[config.mk]
export PLATFORM = sky130hd
export DESIGN_NAME = pcg32_random_source
export DESIGN_NICKNAME = d
export VERILOG_FILES = /design/src/rtl/pcg_pkg.sv /design/src/rtl/pcg_lcg.sv /design/src/rtl/pcg_div.sv /design/src/rtl/pcg32_random_source.sv
export VERILOG_INCLUDE_DIRS = /design/src /design/src/rtl
export SDC_FILE = /design/constraint.sdc
export NUM_CORES = 2
export LEC_CHECK = 0
export BUFFER_PORTS_ARGS = -buffer_cell sky130_fd_sc_hd__buf_2
export CAP_MARGIN = 20
export CELL_PAD_IN_SITES_DETAIL_PLACEMENT = 1
export CELL_PAD_IN_SITES_GLOBAL_PLACEMENT = 1
export CORE_MARGIN = 3
export CORE_UTILIZATION = 56
export CTS_BUF_LIST = sky130_fd_sc_hd__clkbuf_16
export CTS_CLUSTER_SIZE = 12
export DETAILED_ROUTE_END_ITERATION = 8
export HOLD_SLACK_MARGIN = 0.1
export PLACE_DENSITY = 0.95
export SETUP_SLACK_MARGIN = 0.3
export SLEW_MARGIN = 20
export SYNTH_ARGS = -nofsm -noshare
export SYNTH_HDL_FRONTEND = slang
export SYNTH_SLANG_ARGS = --single-unit
[constraint.sdc]
create_clock -name clk -period 26.3 [get_ports clk]
set_input_delay 5.26 -clock clk [delete_from_list [all_inputs] [get_ports clk]]
set_output_delay 5.26 -clock clk [all_outputs]
set_load 0.02 [all_outputs]
[src/rtl/pcg32_random_source_assert.svh]
// Assertion macros for the PCG32 random source.
// Included by the top level; uses its clk and rst_n.
`ifndef PCG32_RANDOM_SOURCE_ASSERT_SVH
`define PCG32_RANDOM_SOURCE_ASSERT_SVH

// Checked on every clock edge outside reset.
`define PCG_ASSERT(lbl, prop, msg) \
    lbl: assert property (@(posedge clk) disable iff (!rst_n) prop) else $error(msg);

// Checked on every clock edge, reset included.
`define PCG_ASSERT_ALWAYS(lbl, prop, msg) \
    lbl: assert property (@(posedge clk) prop) else $error(msg);

`endif

[src/rtl/pcg_pkg.sv]
// Shared types and constants for the PCG32 random source.
// Used by pcg_lcg, pcg_div and pcg32_random_source; depends on nothing.
`default_nettype none

package pcg_pkg;

    localparam int WORD_W = 32;
    localparam int CNT_W = $clog2(WORD_W);

    localparam logic [63:0] PCG_MULT = 64'd6364136223846793005;
    localparam logic [63:0] PCG_INC = 64'd1442695040888963407;
    localparam logic [63:0] PCG_RESET_STATE = PCG_INC * PCG_MULT + PCG_INC;

    typedef enum logic [1:0] {
        OP_RAW     = 2'd0,
        OP_BOUNDED = 2'd1,
        OP_HALF    = 2'd2,
        OP_COIN    = 2'd3
    } op_t;

    typedef struct packed {
        op_t          opcode;
        logic [31:0]  bound;
        logic [16:0]  coin_threshold;
    } in_item_t;

    typedef struct packed {
        logic [31:0]  value;
        logic         bad_bound;
    } out_item_t;

    typedef enum logic [2:0] {
        ST_IDLE,
        ST_LIM,
        ST_CHECK,
        ST_DRAW,
        ST_DIV_VAL,
        ST_FINISH
    } state_t;

    typedef enum logic [2:0] {
        LCG_IDLE,
        LCG_LO,
        LCG_HI_A,
        LCG_HI_B,
        LCG_SUM
    } lcg_phase_t;

    typedef struct packed {
        logic               start;
        logic [WORD_W-1:0]  dividend;
        logic [WORD_W-1:0]  divisor;
    } div_req_t;

    typedef struct packed {
        logic  accept;
        logic  draw;
        logic  save_word;
        logic  set_pending;
        logic  clr_pending;
        logic  lim_load;
        logic  res_load;
        logic  out_load;
    } ctrl_t;

    // XSH-RR output permutation of the old LCG state.
    function automatic logic [31:0] pcg_output(input logic [63:0] s);
        logic [63:0] mixed;
        logic [31:0] x;
        logic [63:0] rot;
        mixed = (s >> 18) ^ s;
        x = mixed[58:27];
        rot = {x, x} >> s[63:59];
        return rot[31:0];
    endfunction

endpackage

`default_nettype wire

[src/rtl/pcg_lcg.sv]
// 64-bit LCG state register with a shared 32x32 multiplier; each step runs LO, HI_A, HI_B, SUM.
// Depends on pcg_pkg.
`default_nettype none

module pcg_lcg (
    input  wire logic         clk,
    input  wire logic         rst_n,
    input  wire logic         seed_we,
    input  wire logic [63:0]  seed,
    input  wire logic         advance,
    output logic              busy,
    output logic [63:0]       lcg_state
);

    pcg_pkg::lcg_phase_t phase_reg, phase_next;
    logic [63:0] lcg_state_reg, lcg_state_next;
    logic [63:0] opnd_reg;
    logic [63:0] p0_reg;
    logic [31:0] cross_reg;
    logic [31:0] mul_a, mul_b;
    logic [63:0] product;

    always_comb
    begin
        phase_next = phase_reg;
        case (phase_reg)
            pcg_pkg::LCG_IDLE:
            begin
                if (advance)
                begin
                    phase_next = pcg_pkg::LCG_LO;
                end
            end
            pcg_pkg::LCG_LO:   phase_next = pcg_pkg::LCG_HI_A;
            pcg_pkg::LCG_HI_A: phase_next = pcg_pkg::LCG_HI_B;
            pcg_pkg::LCG_HI_B: phase_next = pcg_pkg::LCG_SUM;
            pcg_pkg::LCG_SUM:  phase_next = pcg_pkg::LCG_IDLE;
            default:           phase_next = pcg_pkg::LCG_IDLE;
        endcase
        // A seed write starts a fresh step at once, even while one is running.
        if (seed_we)
        begin
            phase_next = pcg_pkg::LCG_LO;
        end
    end

    always_comb
    begin
        mul_a = opnd_reg[31:0];
        mul_b = pcg_pkg::PCG_MULT[31:0];
        lcg_state_next = lcg_state_reg;
        case (phase_reg)
            pcg_pkg::LCG_HI_A:
            begin
                mul_a = opnd_reg[63:32];
            end
            pcg_pkg::LCG_HI_B:
            begin
                mul_b = pcg_pkg::PCG_MULT[63:32];
            end
            pcg_pkg::LCG_SUM:
            begin
                lcg_state_next = p0_reg + {cross_reg, 32'd0} + pcg_pkg::PCG_INC;
            end
            default:
            begin
                mul_a = opnd_reg[31:0];
            end
        endcase
    end

    assign product = mul_a * mul_b;

    always_ff @(posedge clk or negedge rst_n)
    begin
        if (!rst_n)
        begin
            phase_reg <= pcg_pkg::LCG_IDLE;
            lcg_state_reg <= pcg_pkg::PCG_RESET_STATE;
        end
        else
        begin
            phase_reg <= phase_next;
            lcg_state_reg <= lcg_state_next;
        end
    end

    always_ff @(posedge clk)
    begin
        if (seed_we)
        begin
            opnd_reg <= seed + pcg_pkg::PCG_INC;
        end
        else if (phase_reg == pcg_pkg::LCG_IDLE && advance)
        begin
            opnd_reg <= lcg_state_reg;
        end
        case (phase_reg)
            pcg_pkg::LCG_LO:   p0_reg <= product;
            pcg_pkg::LCG_HI_A: cross_reg <= product[31:0];
            pcg_pkg::LCG_HI_B: cross_reg <= cross_reg + product[31:0];
            default:
            begin
                cross_reg <= cross_reg;
            end
        endcase
    end

    assign busy = (phase_reg != pcg_pkg::LCG_IDLE);
    assign lcg_state = lcg_state_reg;

endmodule

`default_nettype wire

[src/rtl/pcg_div.sv]
// Bit-serial restoring remainder unit, one quotient bit per cycle.
// Depends on pcg_pkg.
`default_nettype none

module pcg_div (
    input  wire logic                        clk,
    input  wire logic                        rst_n,
    input  wire pcg_pkg::div_req_t           req,
    output logic                             busy,
    output logic [pcg_pkg::WORD_W-1:0]       remainder
);

    logic                          active_reg;
    logic [pcg_pkg::CNT_W-1:0]     count_reg;
    logic [pcg_pkg::WORD_W-1:0]    quo_reg;
    logic [pcg_pkg::WORD_W-1:0]    rem_reg, rem_next;
    logic [pcg_pkg::WORD_W-1:0]    dsr_reg;
    logic [pcg_pkg::WORD_W:0]      trial;
    logic [pcg_pkg::WORD_W:0]      diff;

    always_comb
    begin
        trial = {rem_reg, quo_reg[pcg_pkg::WORD_W-1]};
        diff = trial - {1'b0, dsr_reg};
        if (trial >= {1'b0, dsr_reg})
        begin
            rem_next = diff[pcg_pkg::WORD_W-1:0];
        end
        else
        begin
            rem_next = trial[pcg_pkg::WORD_W-1:0];
        end
    end

    always_ff @(posedge clk or negedge rst_n)
    begin
        if (!rst_n)
        begin
            active_reg <= 1'b0;
            count_reg <= '0;
        end
        else if (req.start)
        begin
            active_reg <= 1'b1;
            count_reg <= '0;
        end
        else if (active_reg)
        begin
            count_reg <= count_reg + pcg_pkg::CNT_W'(1);
            if (count_reg == pcg_pkg::CNT_W'(pcg_pkg::WORD_W - 1))
            begin
                active_reg <= 1'b0;
            end
        end
    end

    always_ff @(posedge clk)
    begin
        if (req.start)
        begin
            quo_reg <= req.dividend;
            dsr_reg <= req.divisor;
            rem_reg <= '0;
        end
        else if (active_reg)
        begin
            quo_reg <= {quo_reg[pcg_pkg::WORD_W-2:0], 1'b0};
            rem_reg <= rem_next;
        end
    end

    assign busy = active_reg;
    assign remainder = rem_reg;

endmodule

`default_nettype wire

[src/rtl/pcg32_random_source.sv]
// PCG32 XSH-RR random source: request sequencer, result register and checks.
// Depends on pcg_pkg, pcg_lcg, pcg_div and pcg32_random_source_assert.svh.
//
// Requests arrive on in_valid/in_stall/in_data and results leave on
// out_valid/out_stall/out_data; a transfer happens when valid is high and
// stall is low. Each request gives exactly one result. The user must write
// the seed through cfg_we/cfg_data while the block is idle; it has no guard.
// Raw words, halves and coin bits pass through the result and output registers.
// A request that draws a word keeps in_stall high while the LCG step runs on
// the shared 32x32 multiplier, so the next request is taken only once that
// step has ended.
// A bounded request runs two passes of the serial remainder unit, one for the
// rejection limit and one for the result, and an LCG step and check for each
// rejected word.
// A zero bound returns at once with bad_bound set and draws nothing.
// A seed write occupies the multiplier for a whole LCG step, during which no
// request is taken.
// After reset the state already holds the seed-zero value, no half is saved,
// and the block is ready. A stalled result is held in the output register;
// one more request is taken meanwhile and waits for the register to free.
`default_nettype none
`include "pcg32_random_source_assert.svh"

module pcg32_random_source (
    input  wire logic                 clk,
    input  wire logic                 rst_n,
    input  wire logic                 cfg_we,
    input  wire logic [63:0]          cfg_data,
    input  wire logic                 in_valid,
    output logic                      in_stall,
    input  wire pcg_pkg::in_item_t    in_data,
    output logic                      out_valid,
    input  wire logic                 out_stall,
    output pcg_pkg::out_item_t        out_data
);

    pcg_pkg::state_t     state_reg, state_next;
    pcg_pkg::ctrl_t      ctrl;
    pcg_pkg::div_req_t   div_req;
    pcg_pkg::out_item_t  out_data_reg;

    logic          lcg_busy;
    logic [63:0]   lcg_state;
    logic          div_busy;
    logic [31:0]   div_rem;
    logic [31:0]   cur_word;
    logic [31:0]   bound_reg;
    logic [31:0]   word_reg;
    logic [31:0]   lim_reg;
    logic [31:0]   saved_reg;
    logic          pending_reg;
    logic [31:0]   res_value_reg, res_value_next;
    logic          res_bad_reg, res_bad_next;
    logic          out_valid_reg;
    logic [15:0]   half;
    logic          out_free;

    pcg_lcg u_lcg (
        .clk       (clk),
        .rst_n     (rst_n),
        .seed_we   (cfg_we),
        .seed      (cfg_data),
        .advance   (ctrl.draw),
        .busy      (lcg_busy),
        .lcg_state (lcg_state)
    );

    pcg_div u_div (
        .clk       (clk),
        .rst_n     (rst_n),
        .req       (div_req),
        .busy      (div_busy),
        .remainder (div_rem)
    );

    assign cur_word = pcg_pkg::pcg_output(lcg_state);
    assign half = pending_reg ? saved_reg[31:16] : cur_word[15:0];
    assign out_free = !out_valid_reg || !out_stall;
    assign in_stall = (state_reg != pcg_pkg::ST_IDLE) || lcg_busy || cfg_we;

    always_comb
    begin
        state_next = state_reg;
        case (state_reg)
            pcg_pkg::ST_IDLE:
            begin
                if (in_valid && !in_stall)
                begin
                    if (in_data.opcode == pcg_pkg::OP_BOUNDED && in_data.bound != '0)
                    begin
                        state_next = pcg_pkg::ST_LIM;
                    end
                    else
                    begin
                        state_next = pcg_pkg::ST_FINISH;
                    end
                end
            end
            pcg_pkg::ST_LIM:
            begin
                if (!div_busy && !lcg_busy)
                begin
                    state_next = pcg_pkg::ST_CHECK;
                end
            end
            pcg_pkg::ST_CHECK:
            begin
                if (word_reg < lim_reg)
                begin
                    state_next = pcg_pkg::ST_DRAW;
                end
                else
                begin
                    state_next = pcg_pkg::ST_DIV_VAL;
                end
            end
            pcg_pkg::ST_DRAW:
            begin
                if (!lcg_busy)
                begin
                    state_next = pcg_pkg::ST_CHECK;
                end
            end
            pcg_pkg::ST_DIV_VAL:
            begin
                if (!div_busy)
                begin
                    state_next = pcg_pkg::ST_FINISH;
                end
            end
            pcg_pkg::ST_FINISH:
            begin
                if (out_free)
                begin
                    state_next = pcg_pkg::ST_IDLE;
                end
            end
            default: state_next = pcg_pkg::ST_IDLE;
        endcase
    end

    always_comb
    begin
        ctrl = '0;
        div_req.start = 1'b0;
        div_req.dividend = word_reg;
        div_req.divisor = bound_reg;
        res_value_next = res_value_reg;
        res_bad_next = 1'b0;
        case (state_reg)
            pcg_pkg::ST_IDLE:
            begin
                if (in_valid && !in_stall)
                begin
                    ctrl.accept = 1'b1;
                    ctrl.res_load = 1'b1;
                    case (in_data.opcode)
                        pcg_pkg::OP_RAW:
                        begin
                            ctrl.draw = 1'b1;
                            res_value_next = cur_word;
                        end
                        pcg_pkg::OP_BOUNDED:
                        begin
                            if (in_data.bound == '0)
                            begin
                                res_value_next = '0;
                                res_bad_next = 1'b1;
                            end
                            else
                            begin
                                ctrl.draw = 1'b1;
                                ctrl.res_load = 1'b0;
                                div_req.start = 1'b1;
                                div_req.dividend = 32'd0 - in_data.bound;
                                div_req.divisor = in_data.bound;
                            end
                        end
                        default:
                        begin
                            if (pending_reg)
                            begin
                                ctrl.clr_pending = 1'b1;
                            end
                            else
                            begin
                                ctrl.draw = 1'b1;
                                ctrl.save_word = 1'b1;
                                ctrl.set_pending = 1'b1;
                            end
                            if (in_data.opcode == pcg_pkg::OP_HALF)
                            begin
                                res_value_next = {16'd0, half};
                            end
                            else
                            begin
                                res_value_next = {31'd0, ({1'b0, half} < in_data.coin_threshold)};
                            end
                        end
                    endcase
                end
            end
            pcg_pkg::ST_LIM:
            begin
                ctrl.lim_load = !div_busy && !lcg_busy;
            end
            pcg_pkg::ST_CHECK:
            begin
                if (word_reg < lim_reg)
                begin
                    ctrl.draw = 1'b1;
                end
                else
                begin
                    div_req.start = 1'b1;
                end
            end
            pcg_pkg::ST_DIV_VAL:
            begin
                if (!div_busy)
                begin
                    ctrl.res_load = 1'b1;
                    res_value_next = div_rem;
                end
            end
            pcg_pkg::ST_FINISH:
            begin
                ctrl.out_load = out_free;
            end
            default:
            begin
                ctrl = '0;
            end
        endcase
    end

    always_ff @(posedge clk or negedge rst_n)
    begin
        if (!rst_n)
        begin
            state_reg <= pcg_pkg::ST_IDLE;
            saved_reg <= '0;
            pending_reg <= 1'b0;
            out_valid_reg <= 1'b0;
        end
        else
        begin
            state_reg <= state_next;
            if (ctrl.save_word)
            begin
                saved_reg <= cur_word;
            end
            if (ctrl.set_pending)
            begin
                pending_reg <= 1'b1;
            end
            else if (ctrl.clr_pending)
            begin
                pending_reg <= 1'b0;
            end
            if (ctrl.out_load)
            begin
                out_valid_reg <= 1'b1;
            end
            else if (!out_stall)
            begin
                out_valid_reg <= 1'b0;
            end
        end
    end

    always_ff @(posedge clk)
    begin
        if (ctrl.accept)
        begin
            bound_reg <= in_data.bound;
        end
        if (ctrl.draw)
        begin
            word_reg <= cur_word;
        end
        if (ctrl.lim_load)
        begin
            lim_reg <= div_rem;
        end
        if (ctrl.res_load)
        begin
            res_value_reg <= res_value_next;
            res_bad_reg <= res_bad_next;
        end
        if (ctrl.out_load)
        begin
            out_data_reg.value <= res_value_reg;
            out_data_reg.bad_bound <= res_bad_reg;
        end
    end

    assign out_valid = out_valid_reg;
    assign out_data = out_data_reg;

    `PCG_ASSERT(a_div_start_idle, div_req.start |-> !div_busy, "divider restarted while busy")
    `PCG_ASSERT(a_check_lcg_idle, state_reg == pcg_pkg::ST_CHECK |-> !lcg_busy, "word check before LCG step ended")
    `PCG_ASSERT(a_pending_from_idle, !$stable(pending_reg) |-> $past(state_reg) == pcg_pkg::ST_IDLE, "half state changed outside a request transfer")
    `PCG_ASSERT_ALWAYS(a_bad_bound_zero, out_valid && out_data.bad_bound |-> out_data.value == '0, "flagged bound with nonzero value")

endmodule

`default_nettype wire
## Word level (Yosys, flattened, before mapping)

Cells that the tools add are included.
Widths: inputs -> output; s select.

- Flip-flop bits (word level): 528
- Memory bits (read-only): 0
- Memories kept: 0
- Bits in latches: 0
- Logic and storage cells: 140
- RAM bits: 0

- Bitwise gates (word level): 1
- Reductions and logical operators: 28
- Shift operators: 1
- Multipliers: 1
- Add/subtract/negate cells: 7
- Div/mod/pow operators: 0
- Equality and inequality tests: 20
- Mux-type cells: 58
- Order comparisons: 3

Operators with widths:

| kind | number |
|---|---|
| $mux 32 | 7 |
| $mux 65 | 3 |
| $mux 64 | 3 |
| $pmux 32 s2 | 3 |
| $add 64x61->64 const B | 2 |
| $add 64x64->64 | 1 |
| $shr 64x5->32 | 1 |
| $mul 32x31->63 | 1 |
| $xor 46x59->59 | 1 |
| $mux 3 | 12 |
| $ge 33x32->1 | 1 |
| $add 32x32->32 | 1 |
| $logic_not 32->1 | 1 |
| $lt 32x32->1 | 1 |
| $mux 16 | 2 |
| $reduce_bool 32->1 | 1 |
| $sub 1x32->32 const A | 1 |
| $sub 32x32->32 | 1 |
| $mux 29 | 1 |
| $mux 1 | 18 |
| $pmux 3 s6 | 1 |
| $lt 16x17->1 | 1 |
| $mux 5 | 3 |
| $eq 3x2->1 const B | 4 |
| other kinds (22) | 48 |

## Depth between registers and ports, before layout

- Depth after elaboration: 10
- Mapped depth: 40
- Mapped depth without buffers: 39

## Hierarchy

Synthesis repeated with hierarchy kept, for this count alone.

- Cells, all modules: 5,303
- Area, all modules: 54,294.6 um^2

By module, submodules not included:

| module | cells an instance | sequential area each (um^2) | area an instance (um^2) | instances |
|---|---|---|---|---|
| pcg_lcg | 3,794 | 6,515.0 | 37,398.4 | 1 |
| pcg32_random_source | 951 | 5,390.2 | 11,070.6 | 1 |
| pcg_div | 558 | 2,712.6 | 5,825.6 | 1 |

## Worst setup path before layout

OpenSTA, ideal clock, no wires.

- Kind: input -> register
- Start point: input port in_data[17] (netlist name)
- End point: register u_lcg.opnd_reg[0], enable pin
- Path buffers: 0
- Arrival time: 10,895 ps
- Path slack: 14,831 ps
- Setup time: 574 ps
- Cell stages on the path: 9
- Path through: inv_1 > ha_1 > nand2b_1 > nor4_1 > and3_1 > nand4b_1 > nor3b_1 > o32a_1 > o21ai_0

- Cells in the longest elaborated chain, start to end: 7

RTL lines:

| what | line | RTL |
|---|---|---|
| start, declared | pcg32_random_source.sv:31 | `input wire pcg_pkg::in_item_t in_data,` |
| $logic_not 32->1 | pcg32_random_source.sv:165 | `if (in_data.bound == '0)` |
| $mux 1 | pcg32_random_source.sv:165 |  |
| $pmux 1 s2 | pcg32_random_source.sv:157 | `case (in_data.opcode)` |
| $mux 5 | pcg32_random_source.sv:153 | `if (in_valid && !in_stall)` |
| $pmux 1 s2 | pcg32_random_source.sv:150 | `case (state_reg)` |
| $logic_and 1x1->1 | pcg_lcg.sv:94 | `else if (phase_reg == pcg_pkg::LCG_IDLE && advance)` |
| $reduce_bool 2->1 (no source line) | n/a |  |
| end signal, assigned | pcg_lcg.sv:92 | `opnd_reg <= seed + pcg_pkg::PCG_INC;` |
| end signal, assigned | pcg_lcg.sv:96 | `opnd_reg <= lcg_state_reg;` |
| end, declared | pcg_lcg.sv:17 | `logic [63:0] opnd_reg;` |

Every way passes these cells.
A chain may end at the register's enable or synchronous reset.

## Worst setup path in the final report

- Start point: input port cfg_we
- End point: output port in_stall

- Cells in the longest elaborated chain, start to end: 1

RTL lines:

| what | line | RTL |
|---|---|---|
| start, declared | pcg32_random_source.sv:27 | `input wire logic cfg_we,` |
| $logic_or 1x1->1 | pcg32_random_source.sv:79 | `assign in_stall = (state_reg != pcg_pkg::ST_IDLE) \|\| lcg_busy \|\| cfg_we;` |
| end, declared | pcg32_random_source.sv:30 | `output logic in_stall,` |

Every way passes these cells.

==> flow_summary.ini <==
[clock_network]
cts_inserted_buffers = 52
clkSinkCount = 511
cts_hold_buf = 0
path_clk_slew_ns = 0.06
clock_path_buffers = 3
cts-resized-gates = 0
htree_levels = 2
clkLatencyLatePin_ns = 0.63
root_buffer = clkbuf_16
cts_setup_buffers = 0
cts_tree = done

[logic_synthesis]
synth_area_per_cell_um2 = 10.0
synth_top_area_share_pct = 21.9
synth_flop_cell = edfxtp_1
netlist_area_um2 = 52700
yosysWarnings = 0
yosysTopAreaCell = edfxtp_1
synthCells = 5269
synth.most_common_cell = inv_1
synth_edf_count = 385
synth_area_leaders = edfxtp_1 (22%), fa_1 (21%), ha_1 (15%)
synth_common_cells = inv_1 (864), ha_1 (637), fa_1 (545), nand2_1 (451), edfxtp_1 (385)
ys_seq_area_share_pct = 27.7
async_reset_ff_share_pct = 18.4
synth.distinct_cells = 82
synth_seq_cells = 511

[die]
rows = 111
top_level_ports = 155
dieHeight_um = 313
die_x_um = 313
initial_core_util_pct = 57.0
core_um2 = 92500
die_area_um2 = 97800

[detailed_routing]
vias = 42616
vias_per_cell = 6.37
firstDrtPassIters = 5
drtIter0Drc = 3428
wl_per_cell_um = 29.5
ant_nets = 0
drt-total-wl_mm = 197
drc = 0

[hold_path]
hold_start = res_value_reg[3]
min_path_type = flop to flop

[layout]
fin_nets = 6692
drive_above_1_share_pct = 7.36
syn_to_final_growth_pct = 7.27

[sta]
period_needed_ns = 11.51
rsz0062_at_grt = false
final.setup.tns_ns = 0
tightest_slew_ns = 1.18
hold_viol = 0
setup_viol = 0
fmax_mhz = 86.9
skew_ns = 0.0426
slew_violations = 0
slew_headroom_pct = 21.3
fin_crit_sh_pct = 43.8

[critical_path]
critPathCaptureType = output pin
crit_path_start_kind = primary input
worstPathMaxFanout = 47
r2r_start = u_lcg.phase_reg[0]
path_class = primary input to output pin
crit_arrival_ns = 6.25
crit_required_ns = 21.04
cp-startpoint = cfg_we

[grt]
grt_pass1_vias = 48093
grt_max_degree = 95
track_usage_pct = 39.9
grt.overflow.total = 0
antenna_found_initial = 14
grt_pass1_wl_mm = 292

[placement]
port_buffers = 154
routabilityCongestion = 0.963
place_hpwl_mm = 156

[run]
cap_viol_max_count = 0

[status]
status = complete, no violations
-- worst paths after layout --
kind,cells after the start,to,slack [ns]
setup reg to reg,29,u_lcg.p0_reg[62],14.85
hold / removal,0,out_data[4],0.42
min in group asynchronous,1,u_lcg.lcg_state[54],4.62
setup / recovery,4,in_stall,14.79
hold reg to reg,0,out_data[4],0.42
max in group asynchronous,2,u_div.busy,20.39
-- worst max-delay path, stage by stage --
cell    delay, ns
buf_4        0.26
nor4_1       0.48
inv_1        0.07
buf_2        0.17
-- kinds of logic after synthesis --
logic type | after synthesis | share of synthesized area (%)
XOR/XNOR | 284 | 4.72
AND/OR/NAND/NOR | 1119 | 9.44
AO/OA/AOI/OAI | 963 | 11.1
other | 2 | 0.0143
adder cells (fa/ha/maj) | 1183 | 35.9
buffers and inverters | 1024 | 7.30
multiplexers | 183 | 3.85
flip-flops | 511 | 27.7
-- per-layer routing --
| layer | GRT usage, % | vias up | share of wire, % |
|---|---|---|---|
| met5 | 0 | - | 0.024 |
| met2 | 68.8 | 2384 | 49 |
| met4 | 35.9 | 8 | 11 |
| met1 | 41.1 | 21307 | 33 |
| li1 | - | 17869 | - |
| met3 | 7.80 | 1048 | 7.1 |
-- per-stage QoR --
stage / util [%] / worst slack [ns] / instances / hold WS [ns] / cell area, µm²
finish: 61.1 / 14.79 / 6688 / 0.422 / 56500
global route: 61.1 / 14.48 / 6681 / 0.421 / 56500
CTS: 61.0 / 14.77 / 6676 / 0.423 / 56500
detailed placement: 59.4 / 14.78 / 6578 / 0.408 / 54900
global placement: 59.4 / 14.85 / 6578 / 0.402 / 54900
floorplan: - / 14.83 / 5298 / 0.400 / 52800
-- final cells by class --
class,instances,area (µm²)
inverter,866,3250
antenna,11,27.5
timing repair buffer,196,1110
sequential,511,14600
tap,1243,1560
multi-input combinational,3763,34500
clock buffer,54,1350
fill,10230,36000
clock inverter,44,181
-- placed cells by master, fill, tap and decap left out, drive strengths merged, types with 15 or more instances in the layout --
master / Yosys / routed
or3: 17 / 17
a211oi: 41 / 41
clkbuf: 136 / 54
dfstp: 27 / 27
nor4: 19 / 19
nor2: 344 / 344
nor2b: 39 / 39
mux2: 47 / 47
and3: 20 / 20
nand2b: 33 / 33
buf: 22 / 196
nand2: 451 / 451
a31oi: 32 / 32
edfxtp: 385 / 385
or2: 26 / 26
dfxtp: 32 / 32
a21oi: 318 / 318
nor3: 44 / 44
inv: 864 / 896
mux2i: 126 / 126
conb: 2 / 31
xnor2: 183 / 183
xor2: 101 / 101
nand4: 36 / 36
a21o: 153 / 153
dfrtp: 67 / 67
o21bai: 29 / 29
nand3: 43 / 43
ha: 637 / 637
fa: 545 / 545
o21ai: 276 / 276
o21a: 15 / 15
Power is left out: the tool's default activity adds up to more than one toggle a clock period on the data nets, which glitch-free logic cannot reach.
